File: src/rtl/qisc_ram.sv
// Generic simple dual-port RAM: one write port, one read port, registered read data.
// Stand-alone; no package dependency.
module qisc_ram #(
  parameter int WIDTH = 8,
  parameter int DEPTH = 64
) (
  input  logic                     clk,
  input  logic                     we,
  input  logic [$clog2(DEPTH)-1:0] waddr,
  input  logic [WIDTH-1:0]         wdata,
  input  logic                     re,
  input  logic [$clog2(DEPTH)-1:0] raddr,
  output logic [WIDTH-1:0]         rdata
);

  logic [WIDTH-1:0] mem_r [DEPTH];
  logic [WIDTH-1:0] rdata_r;

  // Write port and registered read port.
  always_ff @(posedge clk) begin
    if (we) begin
      mem_r[waddr] <= wdata;
    end
    if (re) begin
      rdata_r <= mem_r[raddr];
    end
  end

  assign rdata = rdata_r;

endmodule

File: config.mk
export PLATFORM = sky130hd
export DESIGN_NAME = qisc_ram
export DESIGN_NICKNAME = d
export VERILOG_FILES = /design/src/rtl/qisc_ram.sv
export SDC_FILE = /design/constraint.sdc
export NUM_CORES = 1
export LEC_CHECK = 0
export CAP_MARGIN = 20
export CORE_UTILIZATION = 35
export DETAILED_ROUTE_END_ITERATION = 12
export DONT_BUFFER_PORTS = 1
export RECOVER_POWER = 25
export SLEW_MARGIN = 0
export SYNTH_ARGS = -nofsm -noshare
export SYNTH_HDL_FRONTEND = slang
export SYNTH_SLANG_ARGS = --single-unit
export TNS_END_PERCENT = 100
File: constraint.sdc
create_clock -name clk -period 3.4 [get_ports clk]
set_clock_uncertainty 0.1 [all_clocks]
set_input_delay 0.68 -clock clk [delete_from_list [all_inputs] [get_ports clk]]
set_output_delay 0.68 -clock clk [all_outputs]
set_load 0.005 [all_outputs]
==> flow_summary.yaml <==
global_route:
  grt_util_met2: 0.243
  busiest_layer: "met2"
  use_met1: 0.213
  grt_start_max_net_pins: 138
  grt_pass1_wl_um: 65800
  grt_pass1_vias: 9672
  globalRouteMet3Util: 0.0292
  grt-ovfl-total: 0
  antenna_found_initial: 0
  grt_usage: 0.152
min_path:
  hp-class: "in2reg"
logic_synthesis:
  ys.flop_type: "edfxtp_1"
  synth_edf_count: 520
  synthesis.area_um2: 20200
  synth.area.mux_share: 0.159
  yosysSeqAreaShare: 0.771
  synth_cells: 940
  synth_xor_area_frac: 0
  yosysWarnings: 0
  syn_avg_cell_area_um2: 21.5
  async_reset_ff_frac: 0
  ys_ff_latch: 520
  synth.top_cell.area_share: 0.771
  synth_compound_area_frac: 0.0206
  synthSimpleGateAreaFrac: 0.0337
  syn_nets: 963
  synthTopCellsByArea: "edfxtp_1 (77%), mux4_2 (14%), nor2_1 (1.5%)"
  ys_types: 39
  synthAdderAreaFrac: 0
  synth_top_area_cell: "edfxtp_1"
  synth_top_family_by_area: "multiplexers"
finish:
  nNetsFinal: 1027
  syn_to_final_growth_pct: 12.9
  diodes: 0
  fillers: 5066
  drive_above_1_share: 0.263
  instances_no_fill: 1794
floorplanning:
  placementRows: 87
  die_area_um2: 58800
  start_util: 0.356
  fp.dieW_um: 243
  ioPinCount: 31
  core-area_um2: 56800
  die_y_um: 243
clocking:
  cts_tree: "built"
  cts.sinks: 520
  cts_buffers: 48
  clock_latency_ps: 560
  ctsHoldBuffers: 0
  cts_max_path_buffers: 3
  ctsRootBufferMaster: "clkbuf_16"
  htreeDepth: 2
  clk_pin_slew_ps: 60
  cts_resized: 0
  cts_setup_buffers: 0
sta:
  grt_setup_unrepaired: "false"
  fin_crit_ps: 2250
  maxClockFrequency_ghz: 0.445
  hold_violations: 0
  relSlewSlack: 0.421
  fin_setup_tns_ps: 0
  hold_ws_ps: 125
  drv_slew: 0
  period_share: 0.661
  worst_pin_slew_ps: 866
  finalSetupViolCount: 0
setup_path:
  worstPathMaxFanout: 1
  endpoint_kind: "flip-flop"
  critical_path_class: "reg2reg"
  worst_ep_required_time_ps: 3590
  crit_arrival_ps: 2440
  setup.worst_path.start_class: "flip-flop"
pwr:
  max-vdd-ir-drop_mv: 0.369
  p_leak_nw: 7.04
  powerDensity_nw_per_um2: 554
placement:
  dp.cells: 1710
  hpwl_um: 25500
  gp_congestion: 0.762
  io_buffers: 0
drt:
  viasPerCell: 5.24
  final_antenna_net_count: 0
  wl_per_cell_um: 24.7
  drc: 0
  wl_um: 44300
  vias: 9408
  drt_iter0_markers: 847
  first_pass_iters: 5
flow_run:
  cap_viol_max_count: 0
run_status:
  outcome: "complete, no violations"
[synth_stat cells, types with 4 or more instances]
cell / number
edfxtp_1: 520
mux4_2: 126
nor2_1: 83
mux2i_1: 23
nand2_1: 19
clkbuf_1: 17
nor2b_1: 14
buf_4: 13
mux2_2: 13
nand3_1: 13
buf_2: 11
o221ai_1: 8
o22ai_1: 8
nand2b_1: 7
nor3_1: 7
a221oi_1: 6
a211oi_1: 4
buf_1: 4
buf_6: 4
[final cells by class]
class / instances / area [µm²] / area share
Sequential cell: 520 / 15600 / 0.683
Multi-Input combinational cell: 369 / 4320 / 0.189
Clock buffer: 55 / 1250 / 0.0546
Tap cell: 756 / 946 / 0.0414
Timing Repair Buffer: 65 / 488 / 0.0214
Clock inverter: 29 / 239 / 0.0105
[where the power goes]
part	leakage, nW	total [mW]	internal [mW]	switching (mW)
clock network	0.728	5.16	2.92	2.24
registers	4.69	7.12	7.11	0.0185
logic	1.63	0.364	0.212	0.152
total	7.04	12.6	10.2	2.41
[metal layers]
layer  share of wire  wire length (µm)  up-vias
met5               0                 0        -
met4           0.021               936        0
met3           0.060              2670       59
met2            0.48             21300      241
met1            0.44             19300     5061
li1                -                 -     4047
[final timing paths]
check | cells after the start | start | slack [ps] | endpoint
max | 5 | mem_r[3][2] | 1150 | rdata[2]
min | 0 | wdata[4] | 120 | mem_r[11][4]
max reg2reg | 5 | mem_r[3][2] | 1150 | rdata[2]
min reg2reg | 3 | mem_r[31][6] | 830 | rdata[6]
[stage by stage]
step	area (µm²)	setup slack, ps	total power [mW]	utilization
final	22900	1150	12.6	0.402
after global routing	22900	1110	13.0	0.402
after CTS	22900	1150	12.8	0.402
after detailed placement	21400	760	7.63	0.376
after global placement	21400	768	7.63	0.376
after floorplan	20200	814	7.63	-
[cells by family after synthesis]
logic type | after synthesis
multiplexers | 162
flip-flops | 520
AO/OA/AOI/OAI | 54
buffers and inverters | 51
AND/OR/NAND/NOR | 153
[critical path, stage by stage, from the launching register on]
cell,delay (ps)
edfxtp_1,390
mux4_2,470
mux4_2,480
nor2_1,280
nor3_1,120
o2bb2ai_1,140
[sequential cells by signal, indices dropped and copies added (netlist names)]
| signal | count |
|---|---|
| mem_r | 512 |
| rdata | 8 |
[cell usage in the layout (no fill, tap or decap), drive strengths merged, types with 4 or more instances in the layout]
master and instances:
a211oi 4, a221oi 6, buf 65, bufinv 4, clkbuf 55, clkinv 22
edfxtp 520, mux2 13, mux2i 23, mux4 126, nand2 19, nand2b 7
nand3 13, nor2 83, nor2b 14, nor3 7, o21ai 4, o221ai 8
o22ai 8
Power figures use the tool's default switching activity.
