$ cat src/rtl/qisc_pkg.sv
// Shared types, constants and codes for the quadratic-interpolation sine/cosine unit.
// Depends on nothing; every other file of the unit but qisc_ram refers to it by scoped names.
package qisc_pkg;

  // Item kinds.
  localparam logic [1:0] KIND_SIN  = 2'd0;
  localparam logic [1:0] KIND_COS  = 2'd1;
  localparam logic [1:0] KIND_LOAD = 2'd2;
  localparam logic [1:0] KIND_IDLE = 2'd3;

  // Field widths.
  localparam int KIND_W   = 2;
  localparam int FLOAT_W  = 32;
  localparam int SLOT_W   = 8;
  localparam int COEF_W   = 26;

  // Segmentation of the fixed-point angle (23 fraction bits).
  localparam int ANGLE_FRAC  = 23;
  localparam int SEG_BITS    = 5;
  localparam int OFFSET_BITS = ANGLE_FRAC - SEG_BITS;
  localparam int ADDR_W      = SEG_BITS + 1;
  localparam int COEF_DEPTH  = 1 << ADDR_W;
  localparam int ORDERS      = 3;
  localparam logic [SLOT_W-1:0] TABLE_STRIDE = SLOT_W'(ORDERS << SEG_BITS);
  localparam logic [SLOT_W-1:0] STORE_DEPTH  = SLOT_W'(2 * (ORDERS << SEG_BITS));

  // Division by three through a reciprocal, exact for values below 512.
  localparam int RECIP3       = 171;
  localparam int RECIP3_SHIFT = 9;

  // Float handling.
  localparam logic [7:0]  EXP_BIAS  = 8'd127;
  localparam logic [7:0]  EXP_MIN   = 8'd103;
  localparam logic [7:0]  EXP_TOP   = 8'd158;
  localparam logic [23:0] MANT_ONE  = 24'h800000;
  localparam logic [22:0] MANT_MASK = 23'h7fffff;

  // Fixed-point alignment of the polynomial sum.
  localparam int C0_FRAC   = 23;
  localparam int C1_FRAC   = 15;
  localparam int SUM_FRAC  = 57;
  localparam int SUM_W     = 64;
  localparam int C0_SHIFT  = SUM_FRAC - C0_FRAC;
  localparam int C1_SHIFT  = SUM_FRAC - C1_FRAC - ANGLE_FRAC;
  localparam int PROD_W    = COEF_W + OFFSET_BITS;
  localparam int HH_W      = COEF_W + 2 * OFFSET_BITS;
  localparam int POS_W     = 6;
  localparam logic [7:0] EXP_OFFSET = 8'(127 - SUM_FRAC);
  localparam logic [7:0] EXP_ZERO   = 8'd1;

  // Request from the argument stage to the coefficient store and the datapath.
  typedef struct packed {
    logic                   rd_en;
    logic [ADDR_W-1:0]      rd_addr;
    logic [ORDERS-1:0]      wr_en;
    logic [ADDR_W-1:0]      wr_addr;
    logic [COEF_W-1:0]      wr_data;
    logic [OFFSET_BITS-1:0] h;
    logic                   sine_tab;
    logic                   neg;
  } front_t;

  // Polynomial sum handed to the normaliser.
  typedef struct packed {
    logic             valid;
    logic             neg;
    logic [SUM_W-1:0] sum;
  } poly_out_t;

endpackage

$ cat src/rtl/qisc_front.sv
// Argument stage: float to fixed-point angle, octant folding, segment and offset,
// and the decode of coefficient load slots. Depends on qisc_pkg.
module qisc_front (
  input  logic                         valid,
  input  logic [qisc_pkg::KIND_W-1:0]  kind,
  input  logic [qisc_pkg::FLOAT_W-1:0] x_bits,
  input  logic [qisc_pkg::SLOT_W-1:0]  coef_slot,
  input  logic [qisc_pkg::COEF_W-1:0]  coef_value,
  output qisc_pkg::front_t             req
);

  logic [7:0]  xexp;
  logic [23:0] mant;
  logic [4:0]  lsh;
  logic [4:0]  rsh;
  logic [31:0] ang_raw;
  logic [31:0] ang;
  logic        b23, b24, b25;
  logic        sine_tab;
  logic        neg;
  logic        is_eval;
  logic        tbl;
  logic [6:0]  rem;
  logic [13:0] rem_prod;
  logic [qisc_pkg::SEG_BITS-1:0] seg_ld;
  logic [1:0]  order;

  // Convert the argument to an angle with 23 fraction bits; out-of-range exponents give 0.
  always_comb begin
    xexp = x_bits[30:23];
    mant = qisc_pkg::MANT_ONE | {1'b0, x_bits[22:0] & qisc_pkg::MANT_MASK};
    lsh  = 5'(xexp - qisc_pkg::EXP_BIAS);
    rsh  = 5'(qisc_pkg::EXP_BIAS - xexp);
    if (xexp >= qisc_pkg::EXP_BIAS && xexp <= qisc_pkg::EXP_TOP) begin
      ang_raw = {8'd0, mant} << lsh;
    end else if (xexp >= qisc_pkg::EXP_MIN && xexp < qisc_pkg::EXP_BIAS) begin
      ang_raw = {8'd0, mant} >> rsh;
    end else begin
      ang_raw = '0;
    end
  end

  // The octant bits choose the table, the sign and whether the angle is complemented.
  always_comb begin
    b23 = ang_raw[23];
    b24 = ang_raw[24];
    b25 = ang_raw[25];
    if (kind == qisc_pkg::KIND_COS) begin
      neg      = b25 ^ b24;
      sine_tab = b23 ^ b24;
    end else begin
      neg      = x_bits[31] ^ b25;
      sine_tab = ~(b23 ^ b24);
    end
    ang = b23 ? (~ang_raw + 32'd1) : ang_raw;
  end

  // Load slots: table, then segment and order by division by three.
  always_comb begin
    tbl      = coef_slot >= qisc_pkg::TABLE_STRIDE;
    rem      = 7'(coef_slot - (tbl ? qisc_pkg::TABLE_STRIDE : '0));
    rem_prod = {7'd0, rem} * 14'(qisc_pkg::RECIP3);
    seg_ld   = rem_prod[qisc_pkg::RECIP3_SHIFT +: qisc_pkg::SEG_BITS];
    order    = 2'(rem - 7'({2'd0, seg_ld} * 7'(qisc_pkg::ORDERS)));
  end

  assign is_eval = valid && (kind == qisc_pkg::KIND_SIN || kind == qisc_pkg::KIND_COS);

  // Request towards the coefficient store and the polynomial datapath.
  always_comb begin
    req          = '0;
    req.rd_en    = is_eval;
    req.rd_addr  = {~sine_tab, ang[qisc_pkg::OFFSET_BITS +: qisc_pkg::SEG_BITS]};
    req.wr_addr  = {tbl, seg_ld};
    req.wr_data  = coef_value;
    req.h        = ang[qisc_pkg::OFFSET_BITS-1:0];
    req.sine_tab = sine_tab;
    req.neg      = neg;
    if (valid && kind == qisc_pkg::KIND_LOAD && coef_slot < qisc_pkg::STORE_DEPTH) begin
      req.wr_en[order] = 1'b1;
    end
  end

endmodule

$ cat config.mk
export PLATFORM = sky130hd
export DESIGN_NAME = qisc_front
export DESIGN_NICKNAME = d
export VERILOG_FILES = /design/src/rtl/qisc_pkg.sv /design/src/rtl/qisc_front.sv
export SDC_FILE = /design/constraint.sdc
export NUM_CORES = 1
export LEC_CHECK = 0
export ABC_CLOCK_PERIOD_IN_PS = 6560
export BUFFER_PORTS_ARGS = -buffer_cell sky130_fd_sc_hd__buf_2
export CAP_MARGIN = 15
export CORE_UTILIZATION = 57
export DETAILED_ROUTE_END_ITERATION = 7
export PLACE_DENSITY = 0.85
export SETUP_SLACK_MARGIN = 0.02
export SYNTH_ARGS = -nofsm -noshare
export SYNTH_HDL_FRONTEND = slang
export SYNTH_SLANG_ARGS = --single-unit
$ cat constraint.sdc
create_clock -name vclk -period 6.56
set_clock_uncertainty 0.2 [all_clocks]
set_input_delay 0.328 -clock vclk [all_inputs]
set_output_delay 0.328 -clock vclk [all_outputs]
set_load 0.01 [all_outputs]
==> out/metrics.cfg <==
[status]
status=complete, no violations

[clock_tree]
cts_setup_buffers=0
cts_hold_buf=0
cts_resized=0

[sta]
worst_pin_slew_ps=917
setup_viol_count_final=0
fin_ws_ps=610
fin_tns_setup_ps=0
holdWs_ps=456
slew_violations=0
clock.fmax_mhz=168
rsz0062_at_grt=false
finalHoldViolations=0
finalCriticalPeriod_ps=5950
relSlewSlack_pct=38.5
fin_crit_sh_pct=90.7

[route]
wl_mm=15.8
drc=0
first_pass_iters=5
ant_nets=0
drt_iter0_markers=483
avgRoutedWirePerCell_um=21.2
viasPerCell=7.08
vias=5278

[floorplanning]
die_w_um=96.8
core-area_um2=8720
dieArea_um2=9370
die_h_um=96.8
num_rows=34
io_pins=131
initial_utilization_pct=58.7

[critical_path]
crit_chain=buf_2 -> a21o_1 -> ha_1 -> xnor2_1 -> ha_1 -> fa_1 -> inv_1 -> fa_1 -> inv_1 -> fa_1 -> ha_1 -> nor3_1 -> nor2_1 -> nand2_1 -> xnor2_1 -> ha_1 -> ha_1 -> nor2_1 -> xor2_1 -> xnor3_1 -> nor4_1 -> buf_2
critical_path_class=input port to primary output
cpMostUsedCell=ha_1
cp.required_ps=6030
path_max_fanout=3
crit_buf_inv=4
end_kind=primary output
crit_family=adder cells
cp-start-kind=input port
slowest_stage=fa_1
crit_arrival_ps=5420
max_stage_delay_ps=510

[yosys]
synth_top_area_share_pct=11.0
avgSynthCellArea_um2=8.22
synth_common_cells=mux2i_1, ha_1, nor2_1, buf_4, inv_1
yosys.cell_count.top_type=mux2i_1
yosys_warnings=0
synth.area.mux_share_pct=29.5
syn_nets=742
yosys.area_share.simple_pct=17.0
netlist_top_cells_area=mux4_2, ha_1, mux2i_1
synth_area_um2=5120
yosysUniqueCellTypes=84
synth_top_family_by_area=multiplexers
synthAdderAreaFrac_pct=13.2
synth-xor-area-share_pct=7.43
synth_seq_area_share_pct=0
yosys.area.top_type=mux4_2
synthCells=623
synth-compound-area-share_pct=20.9

[power]
clkPwrFrac_pct=0
switching_share_pct=55.3
p_sw_uw=478
p_per_area_nw_per_um2=165
peakVddDrop_uv=217
power.internal_uw=387
seqPwrFrac_pct=0
power_frac_comb_pct=100.0
power_leakage_nw=2.40

[place]
place_ws_ps=609
dp.cells=744
numPortBuffers=79
hpwl_mm=12.7
gp_congestion=1.04

[global_routing]
grt_pass1_vias=4887
grt_start_max_net_pins=45
antenna_found_initial=0
grt_pass1_wl_mm=25.0
grtUsageTotal_pct=32.5
grt.overflow.total=0

[layout]
clock_buffer_count=0
num-fill-cells=792
seq_cells=0
area_growth_pct=2.32
fin_nets=758
antennaDiodeCount=0
drive_above_1_share_pct=24.3
finalNonFillerCells=745
seqCellArea_um2=0

[run]
cap_violations=0

[min_path]
hold_class=input port to primary output

power groups by stage:
| stage | clock network [mW] | logic [mW] | registers (mW) |
|---|---|---|---|
| 6_report | 0 | 0.865 | 0 |
| 5_1_grt | 0 | 0.955 | 0 |
| 4_1_cts | 0 | 0.859 | 0 |
| 3_5_place_dp | 0 | 0.852 | 0 |
| 3_3_place_gp | 0 | 0.826 | 0 |
| 2_1_floorplan | 0 | 0.658 | 0 |
metal layers:
layer / wire, µm / GRT usage, % / vias up
li1: - / - / 2379
met1: 6550 / 44.9 / 2485
met2: 7090 / 52.7 / 341
met3: 1440 / 2.96 / 73
met4: 712 / 12.2 / 0
met5: 0 / 0 / -
stage by stage:
step	total power [mW]	instance area, µm²	util, %
global route	0.955	5240	60.1
finish	0.865	5240	60.1
detailed placement	0.852	5230	60.0
floorplan	0.658	5120	-
CTS	0.859	5230	60.0
global placement	0.826	5230	60.0
path summary, 6_finish.rpt:
kind	from	endpoint	slack [ps]	cells past startpoint
setup / recovery	coef_slot[6]	req[53]	610	22
hold / removal	coef_value[4]	req[24]	460	0
cells in the final DEF, fill, tap and decap left out, types with 8 or more instances in the layout:
cell | synthesis | routed
inv_1 | 36 | 36
buf_2 | 13 | 78
mux2_2 | 25 | 25
nor3_1 | 16 | 16
xnor2_1 | 26 | 26
mux2i_1 | 48 | 48
nand3_1 | 18 | 18
nand2_1 | 31 | 31
mux4_2 | 25 | 25
xor2_1 | 13 | 13
and2_1 | 8 | 8
o21ai_0 | 14 | 14
nand2b_1 | 8 | 8
ha_1 | 43 | 43
nor2_1 | 43 | 43
a211oi_1 | 12 | 12
a21oi_1 | 27 | 27
layout make-up:
class / instances / area [µm²] / share of cell area, %
multi-input cells: 513 / 4510 / 86.1
well taps: 108 / 135 / 2.58
repair buffers: 86 / 450 / 8.59
inverters: 38 / 143 / 2.72
cell families (layout without fill, tap and decap cells):
group / after synthesis / count (layout)
AO/OA/AOI/OAI: 145 / 145
XOR/XNOR: 41 / 41
adder cells (fa/ha/maj): 50 / 50
buffers and inverters: 110 / 124
multiplexers: 108 / 108
AND/OR/NAND/NOR: 169 / 169
(Power assumes the default switching activity.)
