--- config.mk ---
export PLATFORM = sky130hd
export DESIGN_NAME = qisc_norm
export DESIGN_NICKNAME = d
export VERILOG_FILES = /design/src/rtl/qisc_pkg.sv /design/src/rtl/qisc_norm.sv
export SDC_FILE = /design/constraint.sdc
export NUM_CORES = 1
export LEC_CHECK = 0
export ABC_CLOCK_PERIOD_IN_PS = 4100
export BUFFER_PORTS_ARGS = -buffer_cell sky130_fd_sc_hd__buf_2
export CAP_MARGIN = 40
export CORE_ASPECT_RATIO = 1.5
export CORE_MARGIN = 2
export CORE_UTILIZATION = 46
export CTS_BUF_LIST = sky130_fd_sc_hd__clkbuf_2 sky130_fd_sc_hd__clkbuf_4 sky130_fd_sc_hd__clkbuf_8
export CTS_CLUSTER_DIAMETER = 40
export CTS_CLUSTER_SIZE = 12
export DETAILED_ROUTE_END_ITERATION = 12
export PLACE_DENSITY = 0.66
export SLEW_MARGIN = 25
export SYNTH_ARGS = -nofsm -noshare
export SYNTH_HDL_FRONTEND = slang
export SYNTH_SLANG_ARGS = --single-unit
--- constraint.sdc ---
create_clock -name clk -period 4.1 [get_ports clk]
set_clock_uncertainty 0.2 [all_clocks]
set_input_delay 0.82 -clock clk [delete_from_list [all_inputs] [get_ports clk]]
set_output_delay 0.82 -clock clk [all_outputs]
set_load 0.005 [all_outputs]
--- src/rtl/qisc_pkg.sv ---
// Shared types, constants and codes for the quadratic-interpolation sine/cosine unit.
// Depends on nothing; every other file of the unit but qisc_ram refers to it by scoped names.
package qisc_pkg;

  // Item kinds.
  localparam logic [1:0] KIND_SIN  = 2'd0;
  localparam logic [1:0] KIND_COS  = 2'd1;
  localparam logic [1:0] KIND_LOAD = 2'd2;
  localparam logic [1:0] KIND_IDLE = 2'd3;

  // Field widths.
  localparam int KIND_W   = 2;
  localparam int FLOAT_W  = 32;
  localparam int SLOT_W   = 8;
  localparam int COEF_W   = 26;

  // Segmentation of the fixed-point angle (23 fraction bits).
  localparam int ANGLE_FRAC  = 23;
  localparam int SEG_BITS    = 5;
  localparam int OFFSET_BITS = ANGLE_FRAC - SEG_BITS;
  localparam int ADDR_W      = SEG_BITS + 1;
  localparam int COEF_DEPTH  = 1 << ADDR_W;
  localparam int ORDERS      = 3;
  localparam logic [SLOT_W-1:0] TABLE_STRIDE = SLOT_W'(ORDERS << SEG_BITS);
  localparam logic [SLOT_W-1:0] STORE_DEPTH  = SLOT_W'(2 * (ORDERS << SEG_BITS));

  // Division by three through a reciprocal, exact for values below 512.
  localparam int RECIP3       = 171;
  localparam int RECIP3_SHIFT = 9;

  // Float handling.
  localparam logic [7:0]  EXP_BIAS  = 8'd127;
  localparam logic [7:0]  EXP_MIN   = 8'd103;
  localparam logic [7:0]  EXP_TOP   = 8'd158;
  localparam logic [23:0] MANT_ONE  = 24'h800000;
  localparam logic [22:0] MANT_MASK = 23'h7fffff;

  // Fixed-point alignment of the polynomial sum.
  localparam int C0_FRAC   = 23;
  localparam int C1_FRAC   = 15;
  localparam int SUM_FRAC  = 57;
  localparam int SUM_W     = 64;
  localparam int C0_SHIFT  = SUM_FRAC - C0_FRAC;
  localparam int C1_SHIFT  = SUM_FRAC - C1_FRAC - ANGLE_FRAC;
  localparam int PROD_W    = COEF_W + OFFSET_BITS;
  localparam int HH_W      = COEF_W + 2 * OFFSET_BITS;
  localparam int POS_W     = 6;
  localparam logic [7:0] EXP_OFFSET = 8'(127 - SUM_FRAC);
  localparam logic [7:0] EXP_ZERO   = 8'd1;

  // Request from the argument stage to the coefficient store and the datapath.
  typedef struct packed {
    logic                   rd_en;
    logic [ADDR_W-1:0]      rd_addr;
    logic [ORDERS-1:0]      wr_en;
    logic [ADDR_W-1:0]      wr_addr;
    logic [COEF_W-1:0]      wr_data;
    logic [OFFSET_BITS-1:0] h;
    logic                   sine_tab;
    logic                   neg;
  } front_t;

  // Polynomial sum handed to the normaliser.
  typedef struct packed {
    logic             valid;
    logic             neg;
    logic [SUM_W-1:0] sum;
  } poly_out_t;

endpackage

--- src/rtl/qisc_norm.sv ---
// Normaliser: leading-one detect over the 64-bit sum, truncating shift and float
// packing into the result register. Depends on qisc_pkg.
module qisc_norm (
  input  logic                         clk,
  input  logic                         rst_n,
  input  logic                         en,
  input  qisc_pkg::poly_out_t          sum_in,
  output logic                         out_valid,
  output logic [qisc_pkg::FLOAT_W-1:0] out_bits
);

  logic [7:0]                  grp_hit;
  logic [2:0]                  grp_idx;
  logic [7:0]                  grp_byte;
  logic [2:0]                  bit_idx;
  logic [qisc_pkg::POS_W-1:0]  pos;

  logic                        s6_valid_r;
  logic                        s6_neg_r;
  logic                        s6_zero_r;
  logic [qisc_pkg::POS_W-1:0]  s6_pos_r;
  logic [qisc_pkg::SUM_W-1:0]  s6_sum_r;

  logic [qisc_pkg::SUM_W+22:0] wide;
  logic [22:0]                 man;
  logic [7:0]                  ex;
  logic [qisc_pkg::FLOAT_W-1:0] result_nxt;

  logic                         out_valid_r;
  logic [qisc_pkg::FLOAT_W-1:0] out_bits_r;

  // Leading one in two levels: the highest non-zero byte, then the highest bit in it.
  always_comb begin
    for (int g = 0; g < 8; g++) begin
      grp_hit[g] = |sum_in.sum[g*8 +: 8];
    end
    grp_idx = '0;
    for (int g = 0; g < 8; g++) begin
      if (grp_hit[g]) begin
        grp_idx = 3'(g);
      end
    end
    grp_byte = sum_in.sum[grp_idx*8 +: 8];
    bit_idx  = '0;
    for (int b = 0; b < 8; b++) begin
      if (grp_byte[b]) begin
        bit_idx = 3'(b);
      end
    end
    pos = {grp_idx, bit_idx};
  end

  // The 23 bits below the leading one, zero-filled when it sits low.
  always_comb begin
    wide       = {s6_sum_r, 23'd0} >> s6_pos_r;
    man        = s6_zero_r ? 23'd0 : (wide[22:0] & qisc_pkg::MANT_MASK);
    ex         = s6_zero_r ? qisc_pkg::EXP_ZERO
                           : 8'(qisc_pkg::EXP_OFFSET + {2'd0, s6_pos_r});
    result_nxt = {s6_neg_r, ex, man};
  end

  // Valid flags.
  always_ff @(posedge clk) begin
    if (!rst_n) begin
      s6_valid_r  <= 1'b0;
      out_valid_r <= 1'b0;
    end else if (en) begin
      s6_valid_r  <= sum_in.valid;
      out_valid_r <= s6_valid_r;
    end
  end

  // Payload registers.
  always_ff @(posedge clk) begin
    if (en) begin
      s6_sum_r   <= sum_in.sum;
      s6_neg_r   <= sum_in.neg;
      s6_zero_r  <= ~|grp_hit;
      s6_pos_r   <= pos;
      out_bits_r <= result_nxt;
    end
  end

  assign out_valid = out_valid_r;
  assign out_bits  = out_bits_r;

endmodule

==> out/qor.yml <==
cap_violations: 0
fp.dieH_um: 158
crit_buf_inv: 1
cts_buffers: 9
power_density_nw_per_um2: 339
die_w_um: 107
cp_max_fo: 14
syn-instance-count: 649
async_flop_share_pct: 0
gp_congestion: 0.918
dieArea_um2: 16900
synth.avg_cell_area_um2: 11.2
vias: 5776
drt_iter0_drc: 316
period_minus_slack_ns: 3.55
cp_data_arrival_time_ns: 3.51
rows: 56
final_common_cell: "nand2_1"
io_buffers: 101
grt_pass1_vias: 5625
fmax_mhz: 282
track_usage_pct: 24.8
syn_to_final_growth_pct: 13.7
critPathMaxStageDelay_ns: 0.48
layout_common_cells: "nand2_1, edfxtp_1, buf_2"
pre_cts_ws_ns: 0.135
path_class: "input port to flip-flop"
worst_pin_slew_ns: 0.697
rsz0062_at_grt: "no"
yosysWarnings: 0
end_kind: "flip-flop"
wirelength_um: 20200
synth-edff-count: 103
cts_hold_buffers: 0
crit_path_cell_trace: "buf_2, nor4_1, nand4_1, o221a_2, nor2_4, mux2_2, a211oi_2, nor2b_1, a21o_1"
htree_levels: 3
synth_ff_type: "edfxtp_1"
clock_sinks: 105
synth_cell_types: 60
start_util_pct: 46.8
fin_nets: 807
via_per_inst: 6.11
power_mw: 2.81
clockBufferDepth: 2
hp-class: "flip-flop to flip-flop"
drtAntennaViolNets: 0
fin_crit_sh_pct: 86.6
worstSkewPairLatency_ns: 0.39
synth_area_um2: 7280
core_area_um2: 15600
wl_per_cell_um: 21.4
setup_viol: 0
cp.required_ns: 4.06
cts_resized: 0
drive_above_1_share_pct: 31.8
syn_nets: 719
vdd_drop_max_mv: 0.228
hold_viol_final: 0
yosysSeqAreaShare_pct: 43.0
post_cts_buffers: 0
grt_max_degree: 56
cpLargestDelayFamily: "simple AND/OR/NAND/NOR gates"
dp_hpwl_um: 16300
critPathSlowestCell: "nor4_1"
dr.pass1.iters: 5
diodes: 0
slew_viol_final: 0
p_leak_nw: 3.19
route.detailed.drc: 0
status: "complete, no violations"
max_slew_margin_pct: 53.2
grt-ovfl-total: 0
pin_count: 102
grt_pass1_wl_um: 31200
root_buffer: "clkbuf_8"
clk_pin_slew_ns: 0.12
fin_tns_setup_ns: 0
cts_tree: "yes"
cp-start-kind: "input port"
synth-seq-cells: 105
antenna_found_initial: 0
setup_slack_ns: 0.548
==> cells by family (layout without fill, tap and decap cells) <==
logic type | count (synthesis) | in the layout | share of synthesized area, %
compound gates | 129 | 129 | 12.0
xor+xnor | 2 | 2 | 0.241
fa+ha+maj | 1 | 1 | 0.172
buf+inv | 58 | 151 | 3.47
flops | 105 | 105 | 43.0
mux | 128 | 128 | 27.1
simple gates | 226 | 226 | 14.0
==> area by class of cell <==
type / instances / area (um^2)
fillers: 1447 / 7270
multi-input cells: 486 / 3900
flip-flops and latches: 105 / 3130
repair buffers: 128 / 763
well taps: 203 / 254
clock buffers: 9 / 124
clock inverters: 7 / 82.6
inverters: 7 / 26.3
==> cells in the mapped netlist, types with 2 or more instances <==
master | n | share of area, %
a211oi_2 | 2 | 0.34
a31o_2 | 2 | 0.24
nor2_1 | 65 | 3.3
mux2_2 | 25 | 3.9
edfxtp_1 | 103 | 42
buf_2 | 7 | 0.48
inv_1 | 4 | 0.21
or4_1 | 3 | 0.31
o211a_1 | 2 | 0.27
buf_1 | 8 | 0.41
dfxtp_1 | 2 | 0.55
or4_4 | 3 | 0.46
o211ai_1 | 20 | 2.1
nor4_1 | 12 | 1.0
clkbuf_1 | 32 | 1.6
mux4_1 | 3 | 1.1
nand2_1 | 106 | 5.5
and3_1 | 3 | 0.26
nor2b_1 | 3 | 0.26
a211o_1 | 5 | 0.60
mux2i_1 | 51 | 7.0
nor3_1 | 8 | 0.55
nand4_1 | 4 | 0.34
a211oi_1 | 7 | 0.72
a21o_1 | 6 | 0.62
mux4_2 | 49 | 15
or2_2 | 2 | 0.17
a31oi_1 | 2 | 0.17
a21oi_1 | 34 | 2.3
nand3_1 | 8 | 0.55
clkinv_1 | 3 | 0.15
o21ai_0 | 29 | 2.0
and2_1 | 2 | 0.17
a221oi_1 | 6 | 0.72
buf_6 | 3 | 0.46
==> power breakdown <==
part	switching [mW]	leakage (nW)	internal (mW)
combinational	0.445	2.05	0.364
clock	0.421	0.101	0.246
sequential	0.0554	1.04	1.27
total	0.921	3.19	1.88
==> state kept, by name, indices dropped and copies added, names as in the netlist <==
| signal | flops |
|---|---|
| s6_zero_r | 1 |
| s6_neg_r | 1 |
| s6_pos_r | 6 |
| out_valid | 1 |
| s6_valid_r | 1 |
| out_bits | 32 |
| s6_sum_r | 63 |
==> worst register-to-register path, delay by kind of cell, from the launching register on <==
kind / cells / cell delay [ns]
muxes: 2 / 0.83
and+or+nand+nor: 1 / 0.05
DFF: 1 / 0.48
AOI/OAI and AO/OA: 3 / 0.84
buffers and inverters: 2 / 0.39
==> metal layers <==
layer	share of wire [%]	GRT usage [%]	routed length [um]
met1	38	28.5	7610
met2	50	42.9	10200
met4	7.8	18.1	1580
met3	4.3	2.63	871
met5	0	0	0
==> metrics by stage <==
stage | utilization (%) | cell area (um^2) | hold slack (ns) | instances
finish | 53.2 | 8280 | 0.237 | 945
CTS | 53.1 | 8270 | 0.239 | 944
global placement | 51.7 | 8040 | 0.204 | 927
floorplan | - | 7280 | 0.200 | 649
detailed placement | 51.8 | 8060 | 0.210 | 928
global route | 53.2 | 8280 | 0.256 | 945
==> path summary, 6_finish.rpt <==
check                                  from  cells after the start      endpoint  slack (ns)
worst max register to register  s6_pos_r[0]                      8   out_bits[1]        1.07
worst min-delay path               s6_neg_r                      0  out_bits[31]        0.24
worst min register to register     s6_neg_r                      0  out_bits[31]        0.24
worst max-delay path             sum_in[45]                      9   s6_pos_r[1]        0.55
Power figures use the tool's default switching activity.
