===== config.mk =====
export PLATFORM = sky130hd
export DESIGN_NAME = qisc_poly
export DESIGN_NICKNAME = d
export VERILOG_FILES = /design/src/rtl/qisc_pkg.sv /design/src/rtl/qisc_poly.sv
export SDC_FILE = /design/constraint.sdc
export NUM_CORES = 2
export LEC_CHECK = 0
export BUFFER_PORTS_ARGS = -buffer_cell sky130_fd_sc_hd__buf_2
export CAP_MARGIN = 20
export CORE_MARGIN = 3
export CORE_UTILIZATION = 60
export DETAILED_ROUTE_END_ITERATION = 16
export PLACE_DENSITY = 0.85
export SLEW_MARGIN = 5
export SYNTH_ARGS = -nofsm -noshare
export SYNTH_HDL_FRONTEND = slang
export SYNTH_SLANG_ARGS = --single-unit

===== constraint.sdc =====
create_clock -name clk -period 18.75 [get_ports clk]
set_input_delay 2.8125 -clock clk [delete_from_list [all_inputs] [get_ports clk]]
set_output_delay 2.8125 -clock clk [all_outputs]
set_load 0.005 [all_outputs]

===== src/rtl/qisc_pkg.sv =====
// Shared types, constants and codes for the quadratic-interpolation sine/cosine unit.
// Depends on nothing; every other file of the unit but qisc_ram refers to it by scoped names.
package qisc_pkg;

  // Item kinds.
  localparam logic [1:0] KIND_SIN  = 2'd0;
  localparam logic [1:0] KIND_COS  = 2'd1;
  localparam logic [1:0] KIND_LOAD = 2'd2;
  localparam logic [1:0] KIND_IDLE = 2'd3;

  // Field widths.
  localparam int KIND_W   = 2;
  localparam int FLOAT_W  = 32;
  localparam int SLOT_W   = 8;
  localparam int COEF_W   = 26;

  // Segmentation of the fixed-point angle (23 fraction bits).
  localparam int ANGLE_FRAC  = 23;
  localparam int SEG_BITS    = 5;
  localparam int OFFSET_BITS = ANGLE_FRAC - SEG_BITS;
  localparam int ADDR_W      = SEG_BITS + 1;
  localparam int COEF_DEPTH  = 1 << ADDR_W;
  localparam int ORDERS      = 3;
  localparam logic [SLOT_W-1:0] TABLE_STRIDE = SLOT_W'(ORDERS << SEG_BITS);
  localparam logic [SLOT_W-1:0] STORE_DEPTH  = SLOT_W'(2 * (ORDERS << SEG_BITS));

  // Division by three through a reciprocal, exact for values below 512.
  localparam int RECIP3       = 171;
  localparam int RECIP3_SHIFT = 9;

  // Float handling.
  localparam logic [7:0]  EXP_BIAS  = 8'd127;
  localparam logic [7:0]  EXP_MIN   = 8'd103;
  localparam logic [7:0]  EXP_TOP   = 8'd158;
  localparam logic [23:0] MANT_ONE  = 24'h800000;
  localparam logic [22:0] MANT_MASK = 23'h7fffff;

  // Fixed-point alignment of the polynomial sum.
  localparam int C0_FRAC   = 23;
  localparam int C1_FRAC   = 15;
  localparam int SUM_FRAC  = 57;
  localparam int SUM_W     = 64;
  localparam int C0_SHIFT  = SUM_FRAC - C0_FRAC;
  localparam int C1_SHIFT  = SUM_FRAC - C1_FRAC - ANGLE_FRAC;
  localparam int PROD_W    = COEF_W + OFFSET_BITS;
  localparam int HH_W      = COEF_W + 2 * OFFSET_BITS;
  localparam int POS_W     = 6;
  localparam logic [7:0] EXP_OFFSET = 8'(127 - SUM_FRAC);
  localparam logic [7:0] EXP_ZERO   = 8'd1;

  // Request from the argument stage to the coefficient store and the datapath.
  typedef struct packed {
    logic                   rd_en;
    logic [ADDR_W-1:0]      rd_addr;
    logic [ORDERS-1:0]      wr_en;
    logic [ADDR_W-1:0]      wr_addr;
    logic [COEF_W-1:0]      wr_data;
    logic [OFFSET_BITS-1:0] h;
    logic                   sine_tab;
    logic                   neg;
  } front_t;

  // Polynomial sum handed to the normaliser.
  typedef struct packed {
    logic             valid;
    logic             neg;
    logic [SUM_W-1:0] sum;
  } poly_out_t;

endpackage


===== src/rtl/qisc_poly.sv =====
// Polynomial datapath: products with the offset, then the wrapped 64-bit sum
// C0<<34 +/- (C1*h)<<19 - C2*h*h. Depends on qisc_pkg.
module qisc_poly (
  input  logic                        clk,
  input  logic                        rst_n,
  input  logic                        en,
  input  qisc_pkg::front_t            req,
  input  logic [qisc_pkg::COEF_W-1:0] c0,
  input  logic [qisc_pkg::COEF_W-1:0] c1,
  input  logic [qisc_pkg::COEF_W-1:0] c2,
  output qisc_pkg::poly_out_t         res
);

  // Stage 2: aligned with the coefficient read data.
  logic                            s2_valid_r;
  logic [qisc_pkg::OFFSET_BITS-1:0] s2_h_r;
  logic                            s2_tab_r;
  logic                            s2_neg_r;
  logic [qisc_pkg::PROD_W-1:0]     c1h;
  logic [qisc_pkg::PROD_W-1:0]     c2h;

  // Stage 3.
  logic                            s3_valid_r;
  logic [qisc_pkg::COEF_W-1:0]     s3_c0_r;
  logic [qisc_pkg::PROD_W-1:0]     s3_c1h_r;
  logic [qisc_pkg::PROD_W-1:0]     s3_c2h_r;
  logic [qisc_pkg::OFFSET_BITS-1:0] s3_h_r;
  logic                            s3_tab_r;
  logic                            s3_neg_r;
  logic [qisc_pkg::HH_W-1:0]       hh;

  // Stage 4.
  logic                            s4_valid_r;
  logic [qisc_pkg::COEF_W-1:0]     s4_c0_r;
  logic [qisc_pkg::PROD_W-1:0]     s4_c1h_r;
  logic [qisc_pkg::HH_W-1:0]       s4_hh_r;
  logic                            s4_tab_r;
  logic                            s4_neg_r;
  logic [qisc_pkg::SUM_W-1:0]      c0_al;
  logic [qisc_pkg::SUM_W-1:0]      c1_al;
  logic [qisc_pkg::SUM_W-1:0]      sum_nxt;

  // Stage 5 output.
  logic                            s5_valid_r;
  logic                            s5_neg_r;
  logic [qisc_pkg::SUM_W-1:0]      s5_sum_r;

  // First products with the offset.
  assign c1h = qisc_pkg::PROD_W'(c1) * qisc_pkg::PROD_W'(s2_h_r);
  assign c2h = qisc_pkg::PROD_W'(c2) * qisc_pkg::PROD_W'(s2_h_r);

  // Second product gives C2*h*h.
  assign hh = qisc_pkg::HH_W'(s3_c2h_r) * qisc_pkg::HH_W'(s3_h_r);

  // Aligned sum; the cosine table subtracts the linear term.
  always_comb begin
    c0_al = qisc_pkg::SUM_W'(s4_c0_r) << qisc_pkg::C0_SHIFT;
    c1_al = qisc_pkg::SUM_W'(s4_c1h_r) << qisc_pkg::C1_SHIFT;
    if (s4_tab_r) begin
      sum_nxt = c0_al + c1_al - qisc_pkg::SUM_W'(s4_hh_r);
    end else begin
      sum_nxt = c0_al - c1_al - qisc_pkg::SUM_W'(s4_hh_r);
    end
  end

  // Valid flags of the stages.
  always_ff @(posedge clk) begin
    if (!rst_n) begin
      s2_valid_r <= 1'b0;
      s3_valid_r <= 1'b0;
      s4_valid_r <= 1'b0;
      s5_valid_r <= 1'b0;
    end else if (en) begin
      s2_valid_r <= req.rd_en;
      s3_valid_r <= s2_valid_r;
      s4_valid_r <= s3_valid_r;
      s5_valid_r <= s4_valid_r;
    end
  end

  // Payload registers of the stages.
  always_ff @(posedge clk) begin
    if (en) begin
      s2_h_r   <= req.h;
      s2_tab_r <= req.sine_tab;
      s2_neg_r <= req.neg;
      s3_c0_r  <= c0;
      s3_c1h_r <= c1h;
      s3_c2h_r <= c2h;
      s3_h_r   <= s2_h_r;
      s3_tab_r <= s2_tab_r;
      s3_neg_r <= s2_neg_r;
      s4_c0_r  <= s3_c0_r;
      s4_c1h_r <= s3_c1h_r;
      s4_hh_r  <= hh;
      s4_tab_r <= s3_tab_r;
      s4_neg_r <= s3_neg_r;
      s5_sum_r <= sum_nxt;
      s5_neg_r <= s4_neg_r;
    end
  end

  always_comb begin
    res.valid = s5_valid_r;
    res.neg   = s5_neg_r;
    res.sum   = s5_sum_r;
  end

endmodule


==> impl_metrics.py <==
metrics = {
    "status": {
        "status": "completed",
    },
    "critical_path": {
        "critPathTopFamily": "adder cells",
        "crit_path_start": "c1[14]",
        "worst_path_largest_cell_delay_ps": 570,
        "crit_required_ps": 19090,
        "path_max_fanout": 18,
        "rr_worst_depth": 22,
        "cp.arrival_ps": 9700,
        "rr_startpoint": "s2_h_r[11]$_DFFE_PP_",
        "crit_cells": 24,
        "critPathSlowestCell": "fa_1",
        "crit_path_start_kind": "input pin",
        "cp-end-kind": "flip-flop",
        "path_common_cell": "fa_1",
        "crit_type": "input pin to flip-flop",
        "crit_path_cell_trace": "buf_2 > nand2_1 > fa_1 > inv_1 > fa_1 > inv_1 > fa_1 > inv_1 > fa_1 > fa_1 > inv_1 > fa_1 > inv_1 > ha_1 > and3_1 > a2111oi_0 > a211oi_1 > o41ai_1 > nand3b_1 > o21ba_2 > a21o_1 > nand4_1 > a21oi_1 > xor2_1",
        "crit_buf_inv": 6,
    },
    "drt": {
        "drc_errors": 0,
        "firstDrtPassIters": 7,
        "via_per_inst": 5.76,
        "postRouteWirelength_mm": 192,
        "vias": 55874,
        "drtIter0Drc": 5312,
        "wl_per_cell_um": 19.8,
        "final_antenna_net_count": 0,
    },
    "layout": {
        "final_layout_size_suffix_gt1_share_pct": 4.03,
        "multi_input_area_um2": 54800,
        "fillCellCount": 9751,
        "fin_nets": 10202,
        "ff_latch_area_um2": 10700,
        "syn_to_final_growth_pct": 3.95,
    },
    "logic_synthesis": {
        "ys_types": 92,
        "synth_area_um2": 74600,
        "synthCells": 8218,
        "yosys-top-cells-count": "inv_1 (1997), fa_1 (1492), nand2_1 (1419), ha_1 (529), and2_1 (494)",
        "yosysWarnings": 0,
        "synth_edf_count": 353,
        "synth_area_leader_cell": "fa_1",
        "synth_top_area_share_pct": 40.0,
        "avgSynthCellArea_um2": 9.08,
        "ys_seq_area_share_pct": 14.3,
        "synthArstFlopShare_pct": 0,
        "ys_seq_elements": 357,
        "synthTopCellsByArea": "fa_1 (40%), edfxtp_1 (14%), inv_1 (10%), ha_1 (8.9%), nand2_1 (7.1%)",
        "synth_fp_nets": 10382,
        "ys.flop_type": "edfxtp_1",
        "yosysMostFrequentCell": "inv_1",
    },
    "placement": {
        "portBuffers": 167,
        "gp_congestion": 0.944,
        "dp_hpwl_mm": 148,
    },
    "timing": {
        "fmax_mhz": 107,
        "post-route-period-util_pct": 49.9,
        "layout_min_cycle_time_ps": 9360,
        "maxSlewViolCount": 0,
        "tightest_slew_ps": 1170,
        "slew_headroom_pct": 22.0,
        "hold_violations": 0,
        "rsz0062_at_grt": "false",
        "fin_tns_setup_ps": 0,
        "fin_skew_ps": 39.0,
        "setup_viol": 0,
    },
    "clock_network": {
        "clockBufferDepth": 3,
        "clock_latency_ps": 630,
        "cts_resized": 0,
        "cts_num_sinks": 357,
        "ctsRootBufferMaster": "clkbuf_16",
        "hold_buffers": 0,
        "clk_pin_slew_ps": 60,
        "tritoncts": "done",
        "postCtsSetupBuffers": 0,
        "h-tree-depth": 2,
        "cts_buffers": 41,
    },
    "floorplan": {
        "io_pins": 209,
        "fp.coreArea_um2": 123000,
        "rows": 128,
        "die_w_um": 359,
        "fp.dieArea_um2": 129000,
        "chipHeight_um": 359,
        "initial_utilization_pct": 60.8,
    },
    "worst_hold_path": {
        "holdPathStages": 0,
        "hp-class": "flip-flop to flip-flop",
        "hold_start": "s3_c0_r[23]$_DFFE_PP_",
    },
    "global_routing": {
        "grtUsageTotal_pct": 30.7,
        "grt_pass1_vias": 59619,
        "grt_overflow": 0,
        "antenna_found_initial": 6,
        "grt_pass1_wl_mm": 311,
        "grt_max_degree": 111,
    },
    "run": {
        "drv_cap": 0,
    },
}
-- layout make-up --
type / instances / area share, %
Clock buffer: 48 / 1.38
Multi-Input combinational cell: 5423 / 70.6
Sequential cell: 357 / 13.8
Clock inverter: 24 / 0.337
Tap cell: 1625 / 2.62
Antenna cell: 7 / 0.0226
Timing Repair Buffer: 217 / 1.57
Inverter: 1998 / 9.67
-- cell families after synthesis --
family	count (synthesis)	share of synthesized area (%)
buffers and inverters	2438	12.3
AND/OR/NAND/NOR	2328	14.3
adder cells (fa/ha/maj)	2021	48.9
AO/OA/AOI/OAI	818	7.18
flip-flops	357	14.3
XOR/XNOR	241	2.83
multiplexers	15	0.203
-- stage by stage --
stage	instance area, um2	worst slack, ps	util, %	hold WS [ps]	cells
2_1_floorplan	74600	9700	-	400	8218
3_3_place_gp	76200	9060	62.1	401	9620
3_5_place_dp	76200	8970	62.1	405	9620
4_1_cts	77500	9530	63.2	379	9692
5_1_grt	77500	9220	63.2	401	9694
6_report	77500	9390	63.2	391	9699
-- worst reg2reg max path, stage by stage, from the launching register on --
cell and delay, ps:
edfxtp_1 1130, buf_4 620, nand2_1 150, fa_1 500
inv_1 60, fa_1 500, fa_1 570, fa_1 440
fa_1 490, inv_1 50, fa_1 490, inv_1 50
ha_1 400, and3_1 280, a2111oi_0 540, a211oi_1 290
o41ai_1 380, nand3b_1 220, o21ba_2 260, a21o_1 210
nand4_1 100, a21oi_1 80, xor2_1 170
-- cell usage in the layout, fill, tap and decap left out, types with 8 or more instances in the layout --
cell type and count:
buf_4 50, nor2_1 138, and3_1 28, a211oi_1 16, a211o_1 9, fa_1 1492, a21boi_0 10, nor3_1 28
o21bai_1 30, nor2b_1 43, o21ai_1 11, o21a_1 25, o31ai_1 19, a21o_1 141, edfxtp_1 353, ha_1 529
a31oi_1 25, mux2i_1 14, a21oi_1 269, inv_1 1997, nand4_1 48, o21ai_0 153, or3_1 9, xor2_1 69
nand3_1 41, nand2b_1 36, buf_2 166, and2_1 494, nand2_1 1419, a41oi_1 9, clkbuf_16 42, o31a_1 8
o211ai_1 8, and4_1 10, xnor2_1 172
-- final timing paths --
kind / endpoint / slack, ps
hold / removal: s4_c0_r[23]$_DFFE_PP_ / 390
setup reg to reg: s3_c1h_r[40]$_DFFE_PP_ / 10500
setup / recovery: s3_c1h_r[40]$_DFFE_PP_ / 9390
hold reg to reg: s4_c0_r[23]$_DFFE_PP_ / 390
-- metal layers --
metal,global-route usage (%),wire length [um],share of wire [%]
met1,41.5,74700,39
met5,0.302,64,0.033
met4,10.5,6750,3.5
met2,48.6,88200,46
met3,7.53,22500,12
-- registers in the layout (all words and copies together) (netlist names), 18 cells and up --
register	flops
s4_c0_r	26
s4_hh_r	62
s5_sum_r	64
s2_h_r	18
s4_c1h_r	44
s3_h_r	18
s3_c1h_r	44
s3_c2h_r	44
s3_c0_r	26
Power is not shown: default switching activity piles up to over one toggle a cycle in this logic, so the estimate is an artifact.
